===== config.mk =====
export PLATFORM = sky130hd
export DESIGN_NAME = crh_ram
export DESIGN_NICKNAME = d
export VERILOG_FILES = /design/src/rtl/crh_ram.sv
export SDC_FILE = /design/constraint.sdc
export NUM_CORES = 1
export LEC_CHECK = 0
export BUFFER_PORTS_ARGS = -buffer_cell sky130_fd_sc_hd__buf_2
export CORE_MARGIN = 4
export CORE_UTILIZATION = 55
export DETAILED_ROUTE_END_ITERATION = 7
export PLACE_DENSITY = 0.72
export SYNTH_ARGS = -nofsm -noshare
export SYNTH_HDL_FRONTEND = slang
export SYNTH_SLANG_ARGS = --single-unit

===== constraint.sdc =====
create_clock -name clk -period 2.3 [get_ports clk]
set_input_delay 0.46 -clock clk [delete_from_list [all_inputs] [get_ports clk]]
set_output_delay 0.46 -clock clk [all_outputs]
set_load 0.05 [all_outputs]

===== src/rtl/crh_ram.sv =====
// Generic single-port-write, single-read RAM with registered read.
`timescale 1ns / 1ps
module crh_ram #(
  parameter int WIDTH = 8,
  parameter int DEPTH = 16
) (
  input  logic                     clk,
  input  logic                     we,
  input  logic [$clog2(DEPTH)-1:0] waddr,
  input  logic [WIDTH-1:0]         wdata,
  input  logic [$clog2(DEPTH)-1:0] raddr,
  output logic [WIDTH-1:0]         rdata
);
  logic [WIDTH-1:0] mem [DEPTH];

  always_ff @(posedge clk) begin
    if (we) mem[waddr] <= wdata;
    rdata <= mem[raddr];
  end
endmodule


# ---- After elaboration in Yosys (flattened, before gate mapping)
# Memories as Yosys holds them, arrays and structs flattened. A register that Yosys moved wholly into a read port is not among the register bits.
# Cells that the tools add are included.
dict set report classes {
  muxes 2
}
# op n
set op_table {}
lappend op_table {{two-way mux 1 bit} 2}
dict set report word_totals {
  ff_bits 0
  ramBits 128
  inputBits 18
  out_inout_bits 8
  word_cells 3
  mem_count 1
}
# name words word_bits rd rd_clocked_by_memory_dff write_ports line
set mem_list {}
lappend mem_list {mem 16 8 1 1 1 14} ;# logic [WIDTH-1:0] mem [DEPTH];

# ---- Logic depth before layout (Yosys ltp)
dict set report logic_depth {
  ltp_word 2
  ltp_mapped 5
  ltp_nobuf 3
}

# ---- Least setup slack after synthesis
# Ideal clock, no wire load.
dict set report synth_timing {
  path_type {input port to flip-flop}
  from {input port waddr[2]}
  to {memory mem[0][0] (enable)}
  setup_time_ns 0.383
  arrival_time_ns 1.570
  required_time_ns 1.917
  path_slack_ns 0.347
  path_stages 2
  n_path_buf 0
  cell_sequence {or3b_2 > nor3_1}
}
# item line
set synth_rtl {}
lappend synth_rtl {{start: declaration} 9} ;# input logic [$clog2(DEPTH)-1:0] waddr,
lappend synth_rtl {{end: declaration} 14}
# No word-level cell before the write port.

# ---- Final worst setup path
dict set report layout_timing {
  from {register rdata[7], read port of mem}
  to {output port rdata[7]}
}
# item line
set layout_rtl {}
lappend layout_rtl {{start: declaration} 12} ;# output logic [WIDTH-1:0] rdata
# No word-level cell between the ends.

==> flow_summary.ini <==
[place]
place.gp.congestion = 0.737
port_buffers = 25
dp_hpwl_mm = 5.65
placed_cells = 374
place_ws_ps = 357

[floorplanning]
start_util_pct = 56.0
rows = 35
num_io_pins = 26
die_w_um = 105
die_y_um = 105
die_area_mm2 = 0.0110
core_mm2 = 0.00920

[grt]
grt_pass1_wl_mm = 15.2
grt_overflow_total = 0
grt_pass1_vias = 2559
antenna_found_initial = 0
grt_max_degree = 33
globalRouteTotalUtil_pct = 19.1

[routing]
avgRoutedWirePerCell_um = 23.2
drtAntennaViolNets = 0
routed_wl_mm = 9.42
drt_iter0_drc = 145
drc = 0
drtPass1Iterations = 6
vias_per_cell = 5.98
vias = 2421

[timing]
setup_viol = 0
fin_ws_ps = 683
fin_crit_ps = 1620
slew_headroom_pct = 57.7
maxSlewViolCount = 0
tightestPinTransition_ps = 632
fin_skew_ps = 5.78
max_clock_freq_mhz = 618
rsz0062_at_grt = no
fin_tns_setup_ps = 0
finalHoldViolCount = 0
timing.final.crit_share_pct = 70.3

[worst_setup_path]
worstPathArrival_ps = 1160
worstPathRequired_ps = 1840
critPathBufInv = 1
worstPathCellList = buf_2
cpMaxStageDelayCell = dfxtp_1
critPathKind = register to output pin
critPathMaxFanout = 1
crit_path_end_kind = output pin
max_stage_delay_ps = 370
path_delay_family = flip-flops
crit_path_start_kind = register

[power]
irDropWorstVdd_mv = 0.491
power.density_mw_per_mm2 = 971
power_mw = 5.94
leakagePower_nw = 2.11

[layout]
utilization_pct = 66.5
seq_area_mm2 = 0.00400
syn_to_final_growth_pct = 18.9
multi_input_area_mm2 = 0.00106
final_cells = 405
antennaDiodeCount = 0
layout-drive-gt1-share_pct = 30.6
fin_nets = 300
filler_cell_count = 583

[min_path]
hold_class = input pin to register

[yosys]
ys_seq_area_share_pct = 77.8
synth.area.top_cells = edfxtp_1 (75%), mux4_2 (7.9%), mux4_1 (7.1%)
synthMuxAreaShare_pct = 15.0
synth_xor_area_share_pct = 0
synthSimpleGateAreaFrac_pct = 3.18
yosysWarningCount = 0
synth_top_family_by_area = multiplexers
syn_area_mm2 = 0.00515
synthAdderAreaFrac_pct = 0
synth_cells = 229
synth_fp_nets = 247
synth_largest_area_cell = edfxtp_1
synth_seq_cells = 136
yosys.cell_types.count = 19
syn_area_per_cell_um2 = 22.5
synth-compound-area-share_pct = 2.33
synth_top_area_share_pct = 74.7

[clock_network]
h-tree-depth = 4
post_cts_buffers = 0
cts_resized = 0
clk_latency_ps = 510
numCtsBuffers = 17
cts_tree = done
hold_buffers = 0
cts_root_buf = clkbuf_8
cts.path.max_buffers = 2
clkTransAtPathRegs_ps = 60
cts.sinks = 136

[run]
maxCapViolCount = 0

[run_status]
outcome = finished, final reports clean
==> area by class of cell <==
type / instances / area share [%]
Clock buffer: 22 / 7.40
Multi-Input combinational cell: 83 / 17.3
Tap cell: 111 / 2.27
Timing Repair Buffer: 44 / 4.79
Clock inverter: 9 / 2.82
Sequential cell: 136 / 65.4
==> worst register-to-register path, stage by stage (launching register included) <==
cell and delay (ps):
edfxtp_1 360, mux4_1 500, a22oi_1 280, nand2_1 100
==> worst paths after layout <==
kind / startpoint / endpoint / slack [ps] / cells after the start
worst max-delay path: rdata[7] / rdata[7] / 680 / 1
worst min-delay path: wdata[1] / mem[2][1] / 330 / 1
worst max register to register: mem[0][2] / rdata[2] / 950 / 3
worst min register to register: mem[15][3] / rdata[3] / 670 / 3
==> power breakdown <==
group	total [mW]	switching (mW)	internal [mW]
Sequential	2.79	0.0154	2.77
Combinational	0.308	0.196	0.112
Clock	2.85	0.931	1.92
Total	5.94	1.14	4.80
==> metrics by stage <==
stage | hold slack (ps) | cell area, um^2
floorplan | 559 | 5150
global placement | 651 | 5490
detailed placement | 662 | 5490
CTS | 305 | 6120
global route | 329 | 6120
finish | 333 | 6120
==> placed cells by master (no fill, tap or decap) <==
master,instances
and2_1,1
bufinv_16,5
edfxtp_1,128
clkbuf_8,3
clkinv_4,1
a22oi_1,16
buf_4,17
clkbuf_16,16
dfxtp_1,8
clkbuf_1,3
nand2_1,9
nor2b_1,1
and2b_1,1
nand2b_1,2
buf_2,25
clkinv_2,2
or3b_2,1
nor3_1,4
mux4_1,14
buf_12,2
nand3_1,1
mux4_2,18
nand3b_1,2
clkinv_1,1
nor2_1,13
==> Yosys cell counts, drive strengths merged <==
master / instances
nor2: 13
buf: 7
clkdlybuf4s25: 3
nand3b: 2
or3b: 1
and2: 1
a22oi: 16
dfxtp: 8
nor2b: 1
nor3: 4
nand2: 9
nand3: 1
and2b: 1
nand2b: 2
edfxtp: 128
mux4: 32
==> cell families after synthesis <==
family,count (synthesis)
multiplexers,32
flip-flops,136
AO/OA/AOI/OAI,16
AND/OR/NAND/NOR,35
buffers and inverters,10
==> layer usage <==
layer  GRT usage [%]  wire [um]  share of wire (%)
met1            27.9       4180                 44
met2            29.0       4680                 50
met3            3.83        417                4.4
met4            6.75        136                1.4
met5               0          0                  0
==> sequential cells by signal, indices dropped and copies added (netlist names) <==
register,count
mem,128
rdata,8
Note: power is estimated with default switching activity, not from simulation.
