[src/rtl/crh_div.sv]
// Serial restoring divider: one quotient bit per cycle.
`timescale 1ns / 1ps
module crh_div #(
  parameter int NW = 48,
  parameter int DVW = 17
) (
  input  logic           clk,
  input  logic           rst,
  input  logic           start,
  input  logic [NW-1:0]  num,
  input  logic [DVW-1:0] den,
  output logic           done,
  output logic [NW-1:0]  quo
);
  localparam int CNTW = $clog2(NW + 1);
  logic [NW-1:0]  q;
  logic [DVW:0]   r;
  logic [DVW-1:0] d;
  logic [CNTW-1:0] cnt;
  logic busy;
  logic [DVW:0] r_sh;

  assign r_sh = {r[DVW-1:0], q[NW-1]};
  assign quo = q;

  always_ff @(posedge clk) begin
    if (rst) begin
      busy <= 1'b0;
      done <= 1'b0;
      cnt  <= '0;
    end else begin
      done <= 1'b0;
      if (start) begin
        busy <= 1'b1;
        cnt  <= CNTW'(NW);
      end else if (busy) begin
        cnt <= cnt - 1'b1;
        if (cnt == CNTW'(1)) begin
          busy <= 1'b0;
          done <= 1'b1;
        end
      end
    end
  end

  always_ff @(posedge clk) begin
    if (start) begin
      q <= num;
      r <= '0;
      d <= den;
    end else if (busy) begin
      if (r_sh >= {1'b0, d}) begin
        r <= r_sh - {1'b0, d};
        q <= {q[NW-2:0], 1'b1};
      end else begin
        r <= r_sh;
        q <= {q[NW-2:0], 1'b0};
      end
    end
  end
endmodule

[config.mk]
export PLATFORM = sky130hd
export DESIGN_NAME = crh_div
export DESIGN_NICKNAME = d
export VERILOG_FILES = /design/src/rtl/crh_div.sv
export SDC_FILE = /design/constraint.sdc
export NUM_CORES = 1
export LEC_CHECK = 0
export ABC_AREA = 1
export BUFFER_PORTS_ARGS = -buffer_cell sky130_fd_sc_hd__buf_2
export CAP_MARGIN = 20
export CORE_UTILIZATION = 47
export DETAILED_ROUTE_END_ITERATION = 16
export HOLD_SLACK_MARGIN = 0.05
export PLACE_DENSITY = 0.78
export SLEW_MARGIN = 20
export SYNTH_ARGS = -nofsm -noshare
export SYNTH_HDL_FRONTEND = slang
export SYNTH_SLANG_ARGS = --single-unit
[constraint.sdc]
create_clock -name clk -period 5.3 [get_ports clk]
set_clock_uncertainty 0.05 [all_clocks]
set_input_delay 0.53 -clock clk [delete_from_list [all_inputs] [get_ports clk]]
set_output_delay 0.53 -clock clk [all_outputs]
set_load 0.005 [all_outputs]
# After elaboration in Yosys (flattened, before gate mapping)
# Cells that the tools add are included.
# classes
magnitude_cmp	1
add_sub_neg	2
muxes	10
reduce_logical	3
bitwise_logic	1
n_eq_ne	1
# op_table
op	count
48-bit two-way mux	2
18-bit by 17-bit >= comparator with 1-bit output	1
17-bit two-way mux	1
17-bit subtractor	1
6-bit two-way mux	2
6-bit by 1-bit equality test with 1-bit output, second input constant	1
6-bit by 1-bit subtractor with 6-bit output, second input constant	1
1-bit two-way mux	5
3-bit OR reduction	1
2-bit nonzero test	1
2-bit OR reduction	1
1-bit inverter	1
# word_totals
word_cells	25
in_bits	68
ff_bits	90
out_inout_bits	49

# Logic depth before layout (Yosys ltp)
# logic_depth
word_depth	4
mapped_depth	15
ltp_nobuf	14

# Worst setup path before layout
# No wires, ideal clock.
# synth_path
path_type	input -> register
start	in start
end	reg q[0] (netlist: quo[0]), enable pin
arrival_time_ns	1.833
n_path_buf	1
path_slack_ns	3.012
setup_time_ns	0.405
required_time_ns	4.845
cell_stages	3
cell_sequence	clkbuf_1 > nor2_1 > inv_1
# synth_via
elab_chain_cells	1
# synth_rtl
item	line_no	source
start, declared	9	input logic start,
2-bit nonzero test (no line)	n/a	
end signal, assigned	48	q <= num;
end signal, assigned	54	q <= {q[NW-2:0], 1'b1};
end signal, assigned	57	q <= {q[NW-2:0], 1'b0};
end, declared	16	logic [NW-1:0] q;
# No other way between the ends.
# A chain may end at the register's enable or synchronous reset.

# Final worst setup path
# layout_path
start	reg r[10]
end	reg r[2]
# layout_via
elab_chain_cells	2
# layout_rtl
item	line_no	source
start, declared	17	logic [DVW:0] r;
start signal, assigned	53	r <= r_sh - {1'b0, d};
start signal, assigned	56	r <= r_sh;
18-bit by 17-bit >= comparator with 1-bit output	52	if (r_sh >= {1'b0, d}) begin
17-bit two-way mux	52	
# No other way between the ends.

==> insert_results.sql <==
INSERT INTO impl_metrics (metric_group, metric, value, unit) VALUES
('status', 'run_status', 'completed', ''),
('setup_path', 'cp-start-kind', 'flip-flop', ''),
('placement', 'placement.setup.worst_slack', '2482', 'ps'),
('synth', 'number_of_enable_flip_flop_cells_after_synthesis', '65', ''),
('clock_network', 'insertion_delay', '370', 'ps'),
('route', 'first_iter_violations', '287', ''),
('floorplan', 'die_w', '104.7', 'um'),
('finish', 'area_growth_syn_to_layout', '17.30', '%'),
('placement', 'place_area', '5592', 'um^2'),
('route', 'drt_first_pass_iters', '5', ''),
('setup_path', 'critical_path_arrival', '2970', 'ps'),
('placement', 'place.detailed.hpwl', '8610', 'um'),
('global_routing', 'globalRoute.totalOverflow', '0', ''),
('setup_path', 'crit_path_cell_trace', 'ha_1, nand2_1, nand2_1, nand2_1, nand2_1, nand2_1, nand2_1, nor2_2, nand2_2, nand2_1, nand3_1, o21ai_0', ''),
('clock_network', 'clk_pin_slew_worst_paths', '100', 'ps'),
('power_and_ir_drop', 'vdd_drop_max', '0.2062', 'mV'),
('synth', 'yosysTopAreaCellShare', '39.40', '%'),
('setup_path', 'critical_path_peak_fanout', '20', ''),
('sta', 'totalNegativeSetupSlack', '0', 'ps'),
('finish', 'ratio_of_cells_with_drive_above_1_in_the_final_layout', '20.95', '%'),
('setup_path', 'critPathMostFrequentCell', 'sky130_fd_sc_hd__nand2_1', ''),
('sta', 'finalCritPeriodShare', '52.32', '%'),
('synth', 'synth.distinct_cells', '34', ''),
('sta', 'timing.final.max_slew_violations', '0', ''),
('clock_network', 'cts.htree.levels', '3', ''),
('clock_network', 'cts_tree', 'built', ''),
('synth', 'synthTopCellsByCount', 'sky130_fd_sc_hd__nand2_1, sky130_fd_sc_hd__inv_1, sky130_fd_sc_hd__edfxtp_1', ''),
('finish', 'final_area', '5811', 'um^2'),
('global_routing', 'grt_pass1_wl', '19440', 'um'),
('route', 'vias_per_cell', '5.000', ''),
('synth', 'synth_seq_cells', '90', ''),
('setup_path', 'cp_slowest_stage_delay', '680', 'ps'),
('synth', 'synthesis.area_per_instance', '7.938', 'um^2'),
('sta', 'rsz0062_at_grt', 'no', ''),
('synth', 'synth_most_common_cell', 'sky130_fd_sc_hd__nand2_1', ''),
('sta', 'finalSetupViolations', '0', ''),
('sta', 'timing_hold_violations_final', '0', ''),
('synth', 'ys.warnings.count', '0', ''),
('setup_path', 'timing.critical_path.required', '5500', 'ps'),
('floorplan', 'floorplan.die_area', '10950', 'um^2'),
('sta', 'achievable-frequency', '360.7', 'MHz'),
('global_routing', 'gr-usage-all-layers', '22.25', '%'),
('setup_path', 'worst-setup-path-type', 'reg2reg', ''),
('synth', 'synth_top_area_cell', 'sky130_fd_sc_hd__edfxtp_1', ''),
('sta', 'tightestPinTransition', '890.1', 'ps'),
('clock_network', 'postCtsResizedCells', '0', ''),
('setup_path', 'timing.critical_path.to_type', 'flip-flop', ''),
('route', 'dr_total_vias', '4380', ''),
('route', 'routed_wirelength', '11710', 'um'),
('floorplan', 'num_rows', '37', ''),
('setup_path', 'crit_slowest_cell', 'sky130_fd_sc_hd__nor2_2', ''),
('sta', 'fin_ws', '2527', 'ps'),
('route', 'post-route-drc-count', '0', ''),
('power_and_ir_drop', 'power_density', '274.1', 'nW/um^2'),
('power_and_ir_drop', 'power_leakage', '0.003050', 'uW'),
('clock_network', 'hold_buffers', '0', ''),
('finish', 'filler_cell_count', '976', ''),
('floorplan', 'floorplan.initialDensity', '48.20', '%'),
('clock_network', 'cts_buffers', '9', ''),
('flow_run', 'max_cap_violations', '0', ''),
('global_routing', 'grt_start_max_net_pins', '68', ''),
('clock_network', 'cts.repair_timing.setup_buffer_count', '0', ''),
('clock_network', 'cts.sinks', '90', ''),
('global_routing', 'gr-usage-met2', '35.48', '%'),
('synth', 'synthesis.area', '4954', 'um^2'),
('finish', 'nets', '823', ''),
('floorplan', 'top_level_ports', '117', ''),
('clock_network', 'clk_path_buf_depth', '2', ''),
('clock_network', 'clk_root_buffer_cell', 'sky130_fd_sc_hd__clkbuf_8', ''),
('synth', 'postSynthNetCount', '712', ''),
('power_and_ir_drop', 'p_total', '1592', 'uW');
[sequential cells by signal (all words and copies together), names as in the netlist]
| register | count |
|---|---|
| quo | 48 |
| cnt | 6 |
| d | 17 |
| done | 1 |
| busy | 1 |
| r | 17 |
[power by group]
part           total [uW]  switching (uW)  leakage, uW  internal (uW)
registers             853            31.8     0.000862            821
clock network         519             250     0.000105            269
logic                 221             131      0.00208           89.6
[layout make-up]
class	instances	area, um^2	area share, %
inverters	83	312.8	5.383
multi-input cells	433	2067	35.57
clock buffers	12	135.1	2.326
clock inverters	4	77.57	1.335
flip-flops and latches	90	2452	42.20
well taps	136	170.2	2.929
repair buffers	118	595.6	10.25
[logic make-up (layout without fill, tap and decap cells)]
group	Yosys count	in the layout	share of synthesized area, %
AOI/OAI and AO/OA	23	23	2.602
adders and majority gates	20	20	5.203
buffers and inverters	101	217	8.866
xor gates and xnor gates	9	9	1.591
DFF	90	90	49.51
and+or+nand+nor	381	381	32.23
[worst max-delay path, delay by kind of cell (launching register included)]
| family | cells | cell delay [ps] |
|---|---|---|
| flip-flops | 1 | 350 |
| adder cells (fa/ha/maj) | 1 | 390 |
| AND/OR/NAND/NOR | 10 | 1750 |
| AO/OA/AOI/OAI | 1 | 130 |
[through the flow]
stage | hold WS, ps | std cells | util [%]
2_1_floorplan | 389.7 | 624 | -
3_3_place_gp | 408.1 | 860 | 54.41
3_5_place_dp | 413.8 | 860 | 54.41
4_1_cts | 271.9 | 876 | 56.48
5_1_grt | 270.4 | 876 | 56.54
6_report | 282.9 | 876 | 56.54
[placed cells by master (no fill, tap or decap)]
cell	count
sky130_fd_sc_hd__clkbuf_8	9
sky130_fd_sc_hd__nand4_1	5
sky130_fd_sc_hd__a21oi_1	11
sky130_fd_sc_hd__edfxtp_1	65
sky130_fd_sc_hd__inv_2	2
sky130_fd_sc_hd__nand3_2	3
sky130_fd_sc_hd__xnor2_1	9
sky130_fd_sc_hd__or2_1	1
sky130_fd_sc_hd__clkinv_4	1
sky130_fd_sc_hd__buf_4	2
sky130_fd_sc_hd__nand3b_1	7
sky130_fd_sc_hd__nor3_1	3
sky130_fd_sc_hd__or2_2	1
sky130_fd_sc_hd__nand3_1	42
sky130_fd_sc_hd__fa_1	1
sky130_fd_sc_hd__inv_1	79
sky130_fd_sc_hd__nor3_2	1
sky130_fd_sc_hd__o21ai_2	1
sky130_fd_sc_hd__nand2_1	283
sky130_fd_sc_hd__nor2_2	7
sky130_fd_sc_hd__and2_1	2
sky130_fd_sc_hd__nor3b_1	1
sky130_fd_sc_hd__ha_1	19
sky130_fd_sc_hd__clkinv_2	1
sky130_fd_sc_hd__a31oi_1	2
sky130_fd_sc_hd__clkbuf_1	3
sky130_fd_sc_hd__o21ai_0	6
sky130_fd_sc_hd__a211oi_1	2
sky130_fd_sc_hd__buf_2	116
sky130_fd_sc_hd__nand2_2	8
sky130_fd_sc_hd__clkinv_1	1
sky130_fd_sc_hd__inv_6	1
sky130_fd_sc_hd__bufinv_16	2
sky130_fd_sc_hd__o21bai_1	1
sky130_fd_sc_hd__dfxtp_1	25
sky130_fd_sc_hd__nor2_1	17
[final timing paths]
| path | cells after the start | end | start |
|---|---|---|---|
| worst min register to register | 2 | r[8]$_SDFFE_PP0P_ | r[8]$_SDFFE_PP0P_ |
| worst max-delay path | 12 | r[2]$_SDFFE_PP0P_ | r[10]$_SDFFE_PP0P_ |
| worst max register to register | 12 | r[2]$_SDFFE_PP0P_ | r[10]$_SDFFE_PP0P_ |
| worst min-delay path | 1 | d[6]$_DFFE_PP_ | den[6] |
[layer usage]
| metal | part of all wire [%] | wire length (um) |
|---|---|---|
| met3 | 7.8 | 915 |
| met1 | 44 | 5182 |
| met5 | 0 | 0 |
| met4 | 1.6 | 188 |
| met2 | 46 | 5420 |
Note: power is estimated with default switching activity, not from simulation.
